[src/rtl/pmbo_pkg.sv]
// Shared definitions for the priority mailbox with overwrite-oldest rings.
// Used by pmbo_ptrs and priority_mailbox_overwrite; depends on nothing.
package pmbo_pkg;

  // Update applied to the ring pointers of one level.
  typedef enum logic [1:0] {
    PTR_HOLD,
    PTR_PUSH,
    PTR_POP
  } pmbo_ptr_op_e;

endpackage

[src/rtl/pmbo_mem.sv]
// Message slot storage: one row per priority level, one word per ring entry.
// Single write port and one registered read port; depends on nothing.
module pmbo_mem #(
  parameter int LEVELS     = 4,
  parameter int RING_DEPTH = 8,
  parameter int MSG_WIDTH  = 32,
  parameter int LW         = 2,
  parameter int PW         = 3
) (
  input  logic                 clk_i,
  input  logic                 wr_en_i,
  input  logic [LW-1:0]        wr_level_i,
  input  logic [PW-1:0]        wr_pos_i,
  input  logic [MSG_WIDTH-1:0] wr_data_i,
  input  logic                 rd_en_i,
  input  logic [LW-1:0]        rd_level_i,
  input  logic [PW-1:0]        rd_pos_i,
  output logic [MSG_WIDTH-1:0] rd_data_o
);

  logic [MSG_WIDTH-1:0] mem_q [LEVELS][RING_DEPTH];

  // Write port; slots are not reset.
  always_ff @(posedge clk_i) begin
    if (wr_en_i) begin
      mem_q[wr_level_i][wr_pos_i] <= wr_data_i;
    end
  end

  // Registered read port.
  always_ff @(posedge clk_i) begin
    if (rd_en_i) begin
      rd_data_o <= mem_q[rd_level_i][rd_pos_i];
    end
  end

endmodule

[src/rtl/pmbo_ptrs.sv]
// Head, tail and fill count of every priority ring, read and updated at one level.
// Depends on pmbo_pkg for the pointer update code.
module pmbo_ptrs #(
  parameter int LEVELS     = 4,
  parameter int RING_DEPTH = 8,
  parameter int LW         = 2,
  parameter int PW         = 3,
  parameter int CW         = 4
) (
  input  logic                  clk_i,
  input  logic                  rst_ni,
  input  logic [LW-1:0]         level_i,
  input  pmbo_pkg::pmbo_ptr_op_e op_i,
  output logic [PW-1:0]         head_o,
  output logic [PW-1:0]         tail_o,
  output logic [CW-1:0]         count_o,
  output logic                  full_o
);
  import pmbo_pkg::*;

  logic [PW-1:0] head_q  [LEVELS];
  logic [PW-1:0] tail_q  [LEVELS];
  logic [CW-1:0] count_q [LEVELS];
  logic [PW-1:0] head_next;
  logic [PW-1:0] tail_next;

  // Selected level view.
  assign head_o  = head_q[level_i];
  assign tail_o  = tail_q[level_i];
  assign count_o = count_q[level_i];
  assign full_o  = (count_q[level_i] == CW'(RING_DEPTH));

  // Ring positions wrap at the depth.
  assign head_next = (head_o == PW'(RING_DEPTH - 1)) ? '0 : head_o + PW'(1);
  assign tail_next = (tail_o == PW'(RING_DEPTH - 1)) ? '0 : tail_o + PW'(1);

  // A push into a full ring moves the head too, dropping the oldest message.
  always_ff @(posedge clk_i or negedge rst_ni) begin
    if (!rst_ni) begin
      for (int i = 0; i < LEVELS; i++) begin
        head_q[i]  <= '0;
        tail_q[i]  <= '0;
        count_q[i] <= '0;
      end
    end else begin
      case (op_i)
        PTR_PUSH: begin
          tail_q[level_i] <= tail_next;
          if (full_o) begin
            head_q[level_i] <= head_next;
          end else begin
            count_q[level_i] <= count_o + CW'(1);
          end
        end
        PTR_POP: begin
          head_q[level_i]  <= head_next;
          count_q[level_i] <= count_o - CW'(1);
        end
        default: begin
        end
      endcase
    end
  end

endmodule

[src/rtl/priority_mailbox_overwrite.sv]
// Priority mailbox: one overwrite-oldest ring per priority level.
// Transmit: the push state writes the slot and the result strobe is registered from it;
// a new transaction may start once busy drops. Receive: the level scan checks
// one ring per cycle from level 0 upward and reads the first non-empty one, or
// reports no message when every ring is empty. The receiver cannot stall.
// Reset (async, active low) empties every ring; message slots are not cleared.
module priority_mailbox_overwrite #(
  parameter int LEVELS     = 4,
  parameter int RING_DEPTH = 8,
  parameter int MSG_WIDTH  = 32
) (
  input  logic        clk_i,
  input  logic        rst_ni,
  input  logic        start,
  output logic        busy,
  input  logic        mode_i,
  input  logic [1:0]  priority_req_i,
  input  logic [31:0] message_i,
  output logic        done_o,
  output logic [31:0] out_message_o,
  output logic        no_message_o,
  output logic [1:0]  served_priority_o,
  output logic [3:0]  stored_count_o,
  output logic        overwrote_o
);
  import pmbo_pkg::*;

  localparam int LW = (LEVELS > 1) ? $clog2(LEVELS) : 1;
  localparam int PW = $clog2(RING_DEPTH);
  localparam int CW = $clog2(RING_DEPTH + 1);

  localparam logic [1:0] ST_IDLE = 2'd0;
  localparam logic [1:0] ST_PUSH = 2'd1;
  localparam logic [1:0] ST_SCAN = 2'd2;
  localparam logic [1:0] ST_READ = 2'd3;

  logic [1:0]           state_q, state_d;
  logic [LW-1:0]        lvl_q, lvl_d;
  logic [MSG_WIDTH-1:0] msg_q;
  logic [LW-1:0]        prio_sat;
  logic [MSG_WIDTH+31:0] msg_in_ext;

  pmbo_ptr_op_e         ptr_op;
  logic [PW-1:0]        head;
  logic [PW-1:0]        tail;
  logic [CW-1:0]        count;
  logic                 full;
  logic                 mem_we;
  logic                 mem_re;
  logic [MSG_WIDTH-1:0] rd_data;
  logic [MSG_WIDTH+31:0] rd_ext;

  logic                 done_q, done_d;
  logic [31:0]          res_msg_q, res_msg_d;
  logic                 res_empty_q, res_empty_d;
  logic [LW-1:0]        res_lvl_q, res_lvl_d;
  logic [CW-1:0]        res_cnt_q, res_cnt_d;
  logic                 res_over_q, res_over_d;
  logic [LW+1:0]        lvl_ext;
  logic [CW+3:0]        cnt_ext;

  assign busy = (state_q != ST_IDLE);

  // Transmit priorities beyond the last level fold onto it.
  assign prio_sat = (32'(priority_req_i) >= LEVELS) ? LW'(LEVELS - 1) : LW'(priority_req_i);

  // Store the low MSG_WIDTH bits; zero-fill when the slots are wider.
  assign msg_in_ext = {{MSG_WIDTH{1'b0}}, message_i};

  // Stored words return sign-extended and cut to the 32-bit port.
  assign rd_ext = {{32{rd_data[MSG_WIDTH-1]}}, rd_data};

  pmbo_ptrs #(
    .LEVELS    (LEVELS),
    .RING_DEPTH(RING_DEPTH),
    .LW        (LW),
    .PW        (PW),
    .CW        (CW)
  ) u_ptrs (
    .clk_i  (clk_i),
    .rst_ni (rst_ni),
    .level_i(lvl_q),
    .op_i   (ptr_op),
    .head_o (head),
    .tail_o (tail),
    .count_o(count),
    .full_o (full)
  );

  pmbo_mem #(
    .LEVELS    (LEVELS),
    .RING_DEPTH(RING_DEPTH),
    .MSG_WIDTH (MSG_WIDTH),
    .LW        (LW),
    .PW        (PW)
  ) u_mem (
    .clk_i     (clk_i),
    .wr_en_i   (mem_we),
    .wr_level_i(lvl_q),
    .wr_pos_i  (tail),
    .wr_data_i (msg_q),
    .rd_en_i   (mem_re),
    .rd_level_i(lvl_q),
    .rd_pos_i  (head),
    .rd_data_o (rd_data)
  );

  // Sequencer: push directly, or scan levels one per cycle and then read or report empty.
  always_comb begin
    state_d     = state_q;
    lvl_d       = lvl_q;
    ptr_op      = PTR_HOLD;
    mem_we      = 1'b0;
    mem_re      = 1'b0;
    done_d      = 1'b0;
    res_msg_d   = res_msg_q;
    res_empty_d = res_empty_q;
    res_lvl_d   = res_lvl_q;
    res_cnt_d   = res_cnt_q;
    res_over_d  = res_over_q;
    case (state_q)
      ST_IDLE: begin
        if (start) begin
          state_d = mode_i ? ST_SCAN : ST_PUSH;
          lvl_d   = mode_i ? '0 : prio_sat;
        end
      end
      ST_PUSH: begin
        mem_we      = 1'b1;
        ptr_op      = PTR_PUSH;
        done_d      = 1'b1;
        res_msg_d   = '0;
        res_empty_d = 1'b0;
        res_lvl_d   = lvl_q;
        res_cnt_d   = full ? count : count + CW'(1);
        res_over_d  = full;
        state_d     = ST_IDLE;
      end
      ST_SCAN: begin
        if (count != '0) begin
          mem_re  = 1'b1;
          state_d = ST_READ;
        end else if (lvl_q == LW'(LEVELS - 1)) begin
          // Every ring is empty.
          done_d      = 1'b1;
          res_msg_d   = '0;
          res_empty_d = 1'b1;
          res_lvl_d   = '0;
          res_cnt_d   = '0;
          res_over_d  = 1'b0;
          state_d     = ST_IDLE;
        end else begin
          lvl_d = lvl_q + LW'(1);
        end
      end
      ST_READ: begin
        ptr_op      = PTR_POP;
        done_d      = 1'b1;
        res_msg_d   = rd_ext[31:0];
        res_empty_d = 1'b0;
        res_lvl_d   = lvl_q;
        res_cnt_d   = count - CW'(1);
        res_over_d  = 1'b0;
        state_d     = ST_IDLE;
      end
      default: begin
        state_d = ST_IDLE;
      end
    endcase
  end

  // Control registers.
  always_ff @(posedge clk_i or negedge rst_ni) begin
    if (!rst_ni) begin
      state_q <= ST_IDLE;
      lvl_q   <= '0;
      done_q  <= 1'b0;
    end else begin
      state_q <= state_d;
      lvl_q   <= lvl_d;
      done_q  <= done_d;
    end
  end

  // Transaction payload and result registers.
  always_ff @(posedge clk_i) begin
    if ((state_q == ST_IDLE) && start) begin
      msg_q <= msg_in_ext[MSG_WIDTH-1:0];
    end
    res_msg_q   <= res_msg_d;
    res_empty_q <= res_empty_d;
    res_lvl_q   <= res_lvl_d;
    res_cnt_q   <= res_cnt_d;
    res_over_q  <= res_over_d;
  end

  // Fit the internal widths to the result ports.
  assign lvl_ext = {2'b00, res_lvl_q};
  assign cnt_ext = {4'b0000, res_cnt_q};

  assign done_o            = done_q;
  assign out_message_o     = res_msg_q;
  assign no_message_o      = res_empty_q;
  assign served_priority_o = lvl_ext[1:0];
  assign stored_count_o    = cnt_ext[3:0];
  assign overwrote_o       = res_over_q;

endmodule
[config.mk]
export PLATFORM = sky130hd
export DESIGN_NAME = priority_mailbox_overwrite
export DESIGN_NICKNAME = d
export VERILOG_FILES = /design/src/rtl/pmbo_pkg.sv /design/src/rtl/pmbo_mem.sv /design/src/rtl/pmbo_ptrs.sv /design/src/rtl/priority_mailbox_overwrite.sv
export SDC_FILE = /design/constraint.sdc
export NUM_CORES = 1
export LEC_CHECK = 0
export ABC_AREA = 1
export BUFFER_PORTS_ARGS = -buffer_cell sky130_fd_sc_hd__buf_2
export CAP_MARGIN = 10
export CELL_PAD_IN_SITES_DETAIL_PLACEMENT = 1
export CELL_PAD_IN_SITES_GLOBAL_PLACEMENT = 1
export CORE_ASPECT_RATIO = 1.4
export CORE_MARGIN = 4
export CORE_UTILIZATION = 48
export DETAILED_ROUTE_END_ITERATION = 8
export GPL_TIMING_DRIVEN = 0
export HOLD_SLACK_MARGIN = 0.05
export PLACE_DENSITY = 0.72
export SYNTH_ARGS = -nofsm -noshare
export SYNTH_HDL_FRONTEND = slang
export SYNTH_SLANG_ARGS = --single-unit
[constraint.sdc]
create_clock -name clk_i -period 13.1 [get_ports clk_i]
set_input_delay 1.31 -clock clk_i [delete_from_list [all_inputs] [get_ports clk_i]]
set_output_delay 1.31 -clock clk_i [all_outputs]
set_load 0.01 [all_outputs]
==> Word level (Yosys, flattened, before mapping) <==
Memory sizes are Yosys's and may differ from the RTL's.
Index checks and enable logic that the tools add are counted.
{ "op_classes": {"n_eq_ne": 16, "order_cmp": 5, "n_reduce_logical": 17, "bitwise": 3, "n_mux": 62, "n_addsub": 5} }
{ "ops": {"columns": ["op", "count"], "rows": [
  ["256-bit two-way mux", 1],
  ["32-bit two-way mux", 5],
  ["32-bit binary-select mux with 3-bit select", 1],
  ["32-bit demux with 3-bit select", 1],
  ["32-bit case mux with 3 select lines", 1],
  ["16-bit bitwise mux", 2],
  ["16-bit case mux with 2 select lines", 1],
  ["12-bit bitwise mux", 2],
  ["4-bit two-way mux", 6],
  ["12-bit case mux with 2 select lines", 1],
  ["3-bit two-way mux", 7],
  ["2-bit two-way mux", 9],
  ["16-bit two-way mux", 1],
  ["3-bit binary-select mux with 2-bit select", 2],
  ["12-bit two-way mux", 1],
  ["2-bit != test, second input constant", 6],
  ["2-bit case mux with 2 select lines", 3],
  ["4-bit case mux with 3 select lines", 1],
  ["1-bit two-way mux", 10],
  ["4-bit binary-select mux with 2-bit select", 1],
  ["4-bit demux with 2-bit select", 1],
  ["2-bit == test, second input constant", 4],
  ["4-bit greater-or-equal comparator, second input constant", 2],
  ["3-bit NOT with 4-bit output", 2],
  ["25 further kinds", 37]
]} }
{ "word_totals": {"inputBits": 38, "wordCells": 131, "memories": 1, "reg_bits": 149, "ramBits": 1024, "output_inout_bits": 42} }
{ "mem_list": {"columns": ["name", "depth", "width", "read_ports", "rd_ports_with_merged_regs", "wr", "line_no", "source"], "rows": [
  ["u_mem.mem_q", 4, 256, 1, 0, 1, "pmbo_mem.sv:21", "logic [MSG_WIDTH-1:0] mem_q [LEVELS][RING_DEPTH];"]
]} }

==> Longest topological paths before layout <==
{ "logic_depth": {"ltp_word": 10, "ltp_mapped": 14, "depth_no_buf": 11} }

==> Hierarchy <==
Synthesis repeated with hierarchy kept, for this count alone.
{ "hier_totals": {"hier_cells": 4062, "hier_area_um2": 47926.0} }
{ "by_module_without_submodules": {"columns": ["module", "n_inst", "cells_per_inst", "area_per_inst_um2", "seq_area_each_um2"], "rows": [
  ["pmbo_mem", 1, 3544, 42741.0, 31710.4],
  ["priority_mailbox_overwrite", 1, 227, 3030.4, 2287.2],
  ["pmbo_ptrs", 1, 291, 2154.6, 1001.0]
]} }

==> Worst setup path before layout <==
No wires, ideal clock.
{ "synth_path": {"path_type": "register to register", "startpoint": "register lvl_q[0]", "endpoint": "register res_empty_q, in the netlist no_message_o (enable)", "setup_slack_ps": 7711, "t_required_ps": 12613, "arrival_time_ps": 4901, "stages_incl_launch_ff": 13, "setup_time_ps": 487, "path_buffers": 3, "period_less_slack_ps": 5389, "path_cell_list": "dfrtp_1 buf_6 inv_2 buf_6 buf_2 nand2_1 nand3_1 nand2_1 ha_1 nand3_1 nand2_1 inv_1 nor3_1"} }
{ "synth_between": {"elab_chain_cells": 7, "elab_cells_between_ends": 9, "classes_between": "eq/ne: 3; mux: 3; bitwise: 1; reduce/logical: 2"} }
{ "synth_rtl": {"columns": ["element", "line_no", "source"], "rows": [
  ["start, declared", "priority_mailbox_overwrite.sv:38", "logic [LW-1:0] lvl_q, lvl_d;"],
  ["start signal, assigned", "priority_mailbox_overwrite.sv:180", "lvl_q <= lvl_d;"],
  ["2-bit NOT with 3-bit output (implied by the code)", "pmbo_ptrs.sv:30", "assign count_o = count_q[level_i];"],
  ["4-bit binary-select mux with 2-bit select", "pmbo_ptrs.sv:30", null],
  ["4-bit two-way mux (implied by the code) (2 in a row)", "pmbo_ptrs.sv:30", null],
  ["4-bit nonzero test", "priority_mailbox_overwrite.sv:140", "if (count != '0) begin"],
  ["2-bit != test (no line)", null, null],
  ["3-bit AND reduction (no line) (*)", null, null],
  ["end signal, assigned", "priority_mailbox_overwrite.sv:191", "res_empty_q <= res_empty_d;"],
  ["end, declared", "priority_mailbox_overwrite.sv:55", "logic res_empty_q, res_empty_d;"]
]} }
Every way passes the cells marked *; elsewhere a longest branch is shown, timed or not. The select of a mux whose other input is x is not followed.
A chain may end at the register's enable or synchronous reset.

==> Worst setup path in the final report <==
{ "layout_path": {"startpoint": "register lvl_q[1]", "endpoint": "memory u_mem.mem_q[0][237] (netlist bit) (enable)"} }
{ "layout_between": {"elab_chain_cells": 10, "elab_cells_between_ends": 11, "classes_between": "order compare: 2; mux: 6; bitwise: 2; reduce/logical: 1"} }
{ "layout_rtl": {"columns": ["element", "line_no", "source"], "rows": [
  ["2-bit NOT with 3-bit output (implied by the code)", "pmbo_ptrs.sv:29", "assign tail_o = tail_q[level_i];"],
  ["3-bit binary-select mux with 2-bit select", "pmbo_ptrs.sv:29", null],
  ["3-bit two-way mux (implied by the code) (2 in a row)", "pmbo_ptrs.sv:29", null],
  ["3-bit NOT with 4-bit output (implied by the code)", "pmbo_mem.sv:26", "mem_q[wr_level_i][wr_pos_i] <= wr_data_i;"],
  ["4-bit greater-or-equal comparator (implied by the code) or 4-bit by 1-bit < comparator with 1-bit output (tied branches)", "pmbo_mem.sv:26", null],
  ["1-bit logical AND (implied by the code)", "pmbo_mem.sv:26", null],
  ["32-bit two-way mux (implied by the code)", "pmbo_mem.sv:26", null],
  ["32-bit demux with 3-bit select", "pmbo_mem.sv:26", null],
  ["256-bit two-way mux (implied by the code)", "pmbo_mem.sv:26", null],
  ["end, declared", "pmbo_mem.sv:21", null]
]} }
Parallel ways exist; a longest one is shown, timed or not. The select of a mux whose other input is x is not followed.

==> results.py <==
metrics = {
    "status": {
        "status": "finished clean",
    },
    "final_layout": {
        "nNetsFinal": 4183,
        "final_layout_size_suffix_gt1_share_pct": 11.9,
        "seq_area_sq_um": 35000,
        "area_growth_pct": 16.5,
        "num-fill-cells": 9890,
        "final_common_cell": "nand2_1",
        "multi_input_area_sq_um": 10800,
        "final_cell_mix": "nand2_1, edfxtp_1, nand3_1",
    },
    "sta": {
        "relSlewSlack_pct": 12.5,
        "setup_viol": 0,
        "finalCriticalPeriod_ns": 4.54,
        "fin_ws_ns": 8.56,
        "rsz0062_at_grt": "false",
        "setup_tns_ns": 0,
        "hold_viol_final": 0,
        "fin_skew_ns": 0.0314,
        "maxSlewViolCount": 0,
        "whs_ns": 0.492,
        "period_share_pct": 34.7,
        "worst_slew_pin_slew_ns": 1.31,
        "max_freq_mhz": 220,
    },
    "drt": {
        "dr.pass1.iters": 5,
        "drtAntennaViolNets": 0,
        "wl_per_cell_um": 29.0,
        "drt-met1-wl_mm": 55.8,
        "dr_wl_met2_mm": 82.0,
        "drcViolationCount": 0,
        "via_count": 32478,
        "drt_iter0_drc": 3014,
        "wl_met3_mm": 8.90,
        "vias_per_cell": 5.87,
        "wirelength_mm": 161,
        "top_layer_used": "met5",
    },
    "power_and_ir_drop": {
        "vdd_drop_max_mv": 0.143,
        "power_w": 0.0131,
        "p_per_area_nw_per_um2": 240,
        "power.leakage_nw": 19.7,
    },
    "setup_path": {
        "critPathCaptureType": "flip-flop",
        "crit_required_ns": 13.51,
        "cp-start-kind": "flip-flop",
        "cp_max_fo": 17,
        "criticalPathCategory": "reg -> reg",
        "crit_arrival_ns": 4.95,
    },
    "floorplanning": {
        "io_pins": 80,
        "die-area_sq_um": 103000,
        "die_h_um": 378,
        "die_w_um": 272,
        "core_sq_um": 97000,
        "start_util_pct": 48.4,
        "placementRows": 135,
    },
    "cts": {
        "cts-root-buf": "clkbuf_16",
        "cts.clk_slew.worst_paths_ns": 0.07,
        "clock_path_buffers": 3,
        "clock-sinks": 1173,
        "insertion_delay_ns": 0.73,
        "post_cts_resized": 0,
        "htreeDepth": 3,
        "cts_tree": "yes",
        "post_cts_buffers": 0,
        "cts_made_buffers": 111,
        "ctsHoldBuffers": 0,
    },
    "min_path": {
        "min_path_type": "reg -> reg",
    },
    "global_route": {
        "grt_first_pass_wirelength_mm": 231,
        "grt.overflow.total": 0,
        "grt_max_degree": 46,
        "grt_pass1_vias": 34335,
        "track_usage_pct": 31.2,
        "antenna_found_initial": 10,
    },
    "synth": {
        "synth_area_sq_um": 46900,
        "synth_cell_types": 34,
        "ys_seq_elements": 1173,
        "seq_area_frac_synth_pct": 74.6,
        "syn-instance-count": 3872,
        "yosys_warnings": 0,
        "synth_nets": 3920,
        "synth_area_per_cell_sq_um": 12.1,
    },
    "place": {
        "numPortBuffers": 79,
        "gp_congestion": 0.904,
        "dp.final_hpwl_mm": 113,
        "post-place-ws_ns": 8.61,
    },
    "flow_run": {
        "cap_violations": 0,
    },
}
through the flow:
step	utilization, %	cell area, sq um	cells
2_1_floorplan	-	46900	3872
3_3_place_gp	50.5	49000	5252
3_5_place_dp	52.5	50900	5323
4_1_cts	56.4	54700	5529
5_1_grt	56.4	54700	5529
6_report	56.4	54700	5534
critical path, cell delays in order, from the launching register on:
cell and delay, ns:
dfrtp_1 0.43, inv_2 0.18, buf_4 0.28, clkbuf_1 0.96, clkbuf_1 0.50, ha_1 0.41, inv_1 0.49, nor2_4 0.71
buf_16 0.24
where the power goes:
part           internal, W  switching (W)
clock network      0.00190        0.00144
registers          0.00467       0.000227
logic              0.00118        0.00372
total              0.00775        0.00539
sequential cells by signal (all words and copies together), names as in the netlist, named ones only:
name and count:
done_o 1, lvl_q 2, msg_q 32, no_message_o 1
out_message_o 32, overwrote_o 1, served_priority_o 2, state_q 2
stored_count_o 4, u_mem.mem_q 1024, u_mem.rd_data_o 32, u_ptrs.count_q 12
u_ptrs.head_q 12, u_ptrs.tail_q 12
Yosys cell counts, drive strengths merged:
cell type	number	share of area [%]
nand2	1134	9.1
edfxtp	1128	72
nand3	349	3.8
o21ai	331	3.6
nor2	300	2.4
a21oi	228	2.4
buf	144	1.8
clkbuf	83	0.66
inv	69	0.55
dfrtp	45	2.4
o211ai	32	0.51
ha	10	0.27
or2	5	0.072
a32oi	3	0.13
nand4	3	0.072
xnor2	3	0.056
clkinv	2	0.016
nor3	2	0.021
o21a	1	0.016
cells by family (layout without fill, tap and decap cells):
group | after synthesis | count (layout) | synth area share, %
buffers and inverters | 298 | 654 | 2.99
DFF | 1173 | 1173 | 74.6
other | 0 | 5 | 0
and+or+nand+nor | 1793 | 1793 | 15.5
xor gates and xnor gates | 3 | 3 | 0.0560
adders and majority gates | 10 | 10 | 0.267
AOI/OAI and AO/OA | 595 | 595 | 6.65
per-layer routing:
metal  GRT usage, %  up-vias
li1               -    14146
met1           34.8    16531
met2           54.8     1330
met3           4.01      467
met4           23.0        4
met5              0        -
cell type report:
| cell class | count | share of cell area, % |
|---|---|---|
| clock buffers | 124 | 5.21 |
| multi-input cells | 2401 | 19.7 |
| repair buffers | 150 | 3.90 |
| flip-flops and latches | 1173 | 64.0 |
| plain buffers | 227 | 2.08 |
| diodes | 5 | 0.0229 |
| inverters | 71 | 0.487 |
| well taps | 1301 | 2.98 |
| clock inverters | 82 | 1.60 |
path summary, 6_finish.rpt:
check / endpoint / slack, ns / start / cells past startpoint
setup / recovery: u_mem.mem_q[0][237] / 8.56 / lvl_q[1] / 8
hold / removal: u_ptrs.head_q[2] / 0.49 / u_ptrs.head_q[2] / 2
setup reg to reg: u_mem.mem_q[0][237] / 8.56 / lvl_q[1] / 8
hold reg to reg: u_ptrs.head_q[2] / 0.49 / u_ptrs.head_q[2] / 2
max in group asynchronous: u_ptrs.count_q[9] / 11.58 / rst_ni / 1
min in group asynchronous: u_ptrs.count_q[10] / 0.82 / rst_ni / 1
Power figures use the tool's default switching activity.
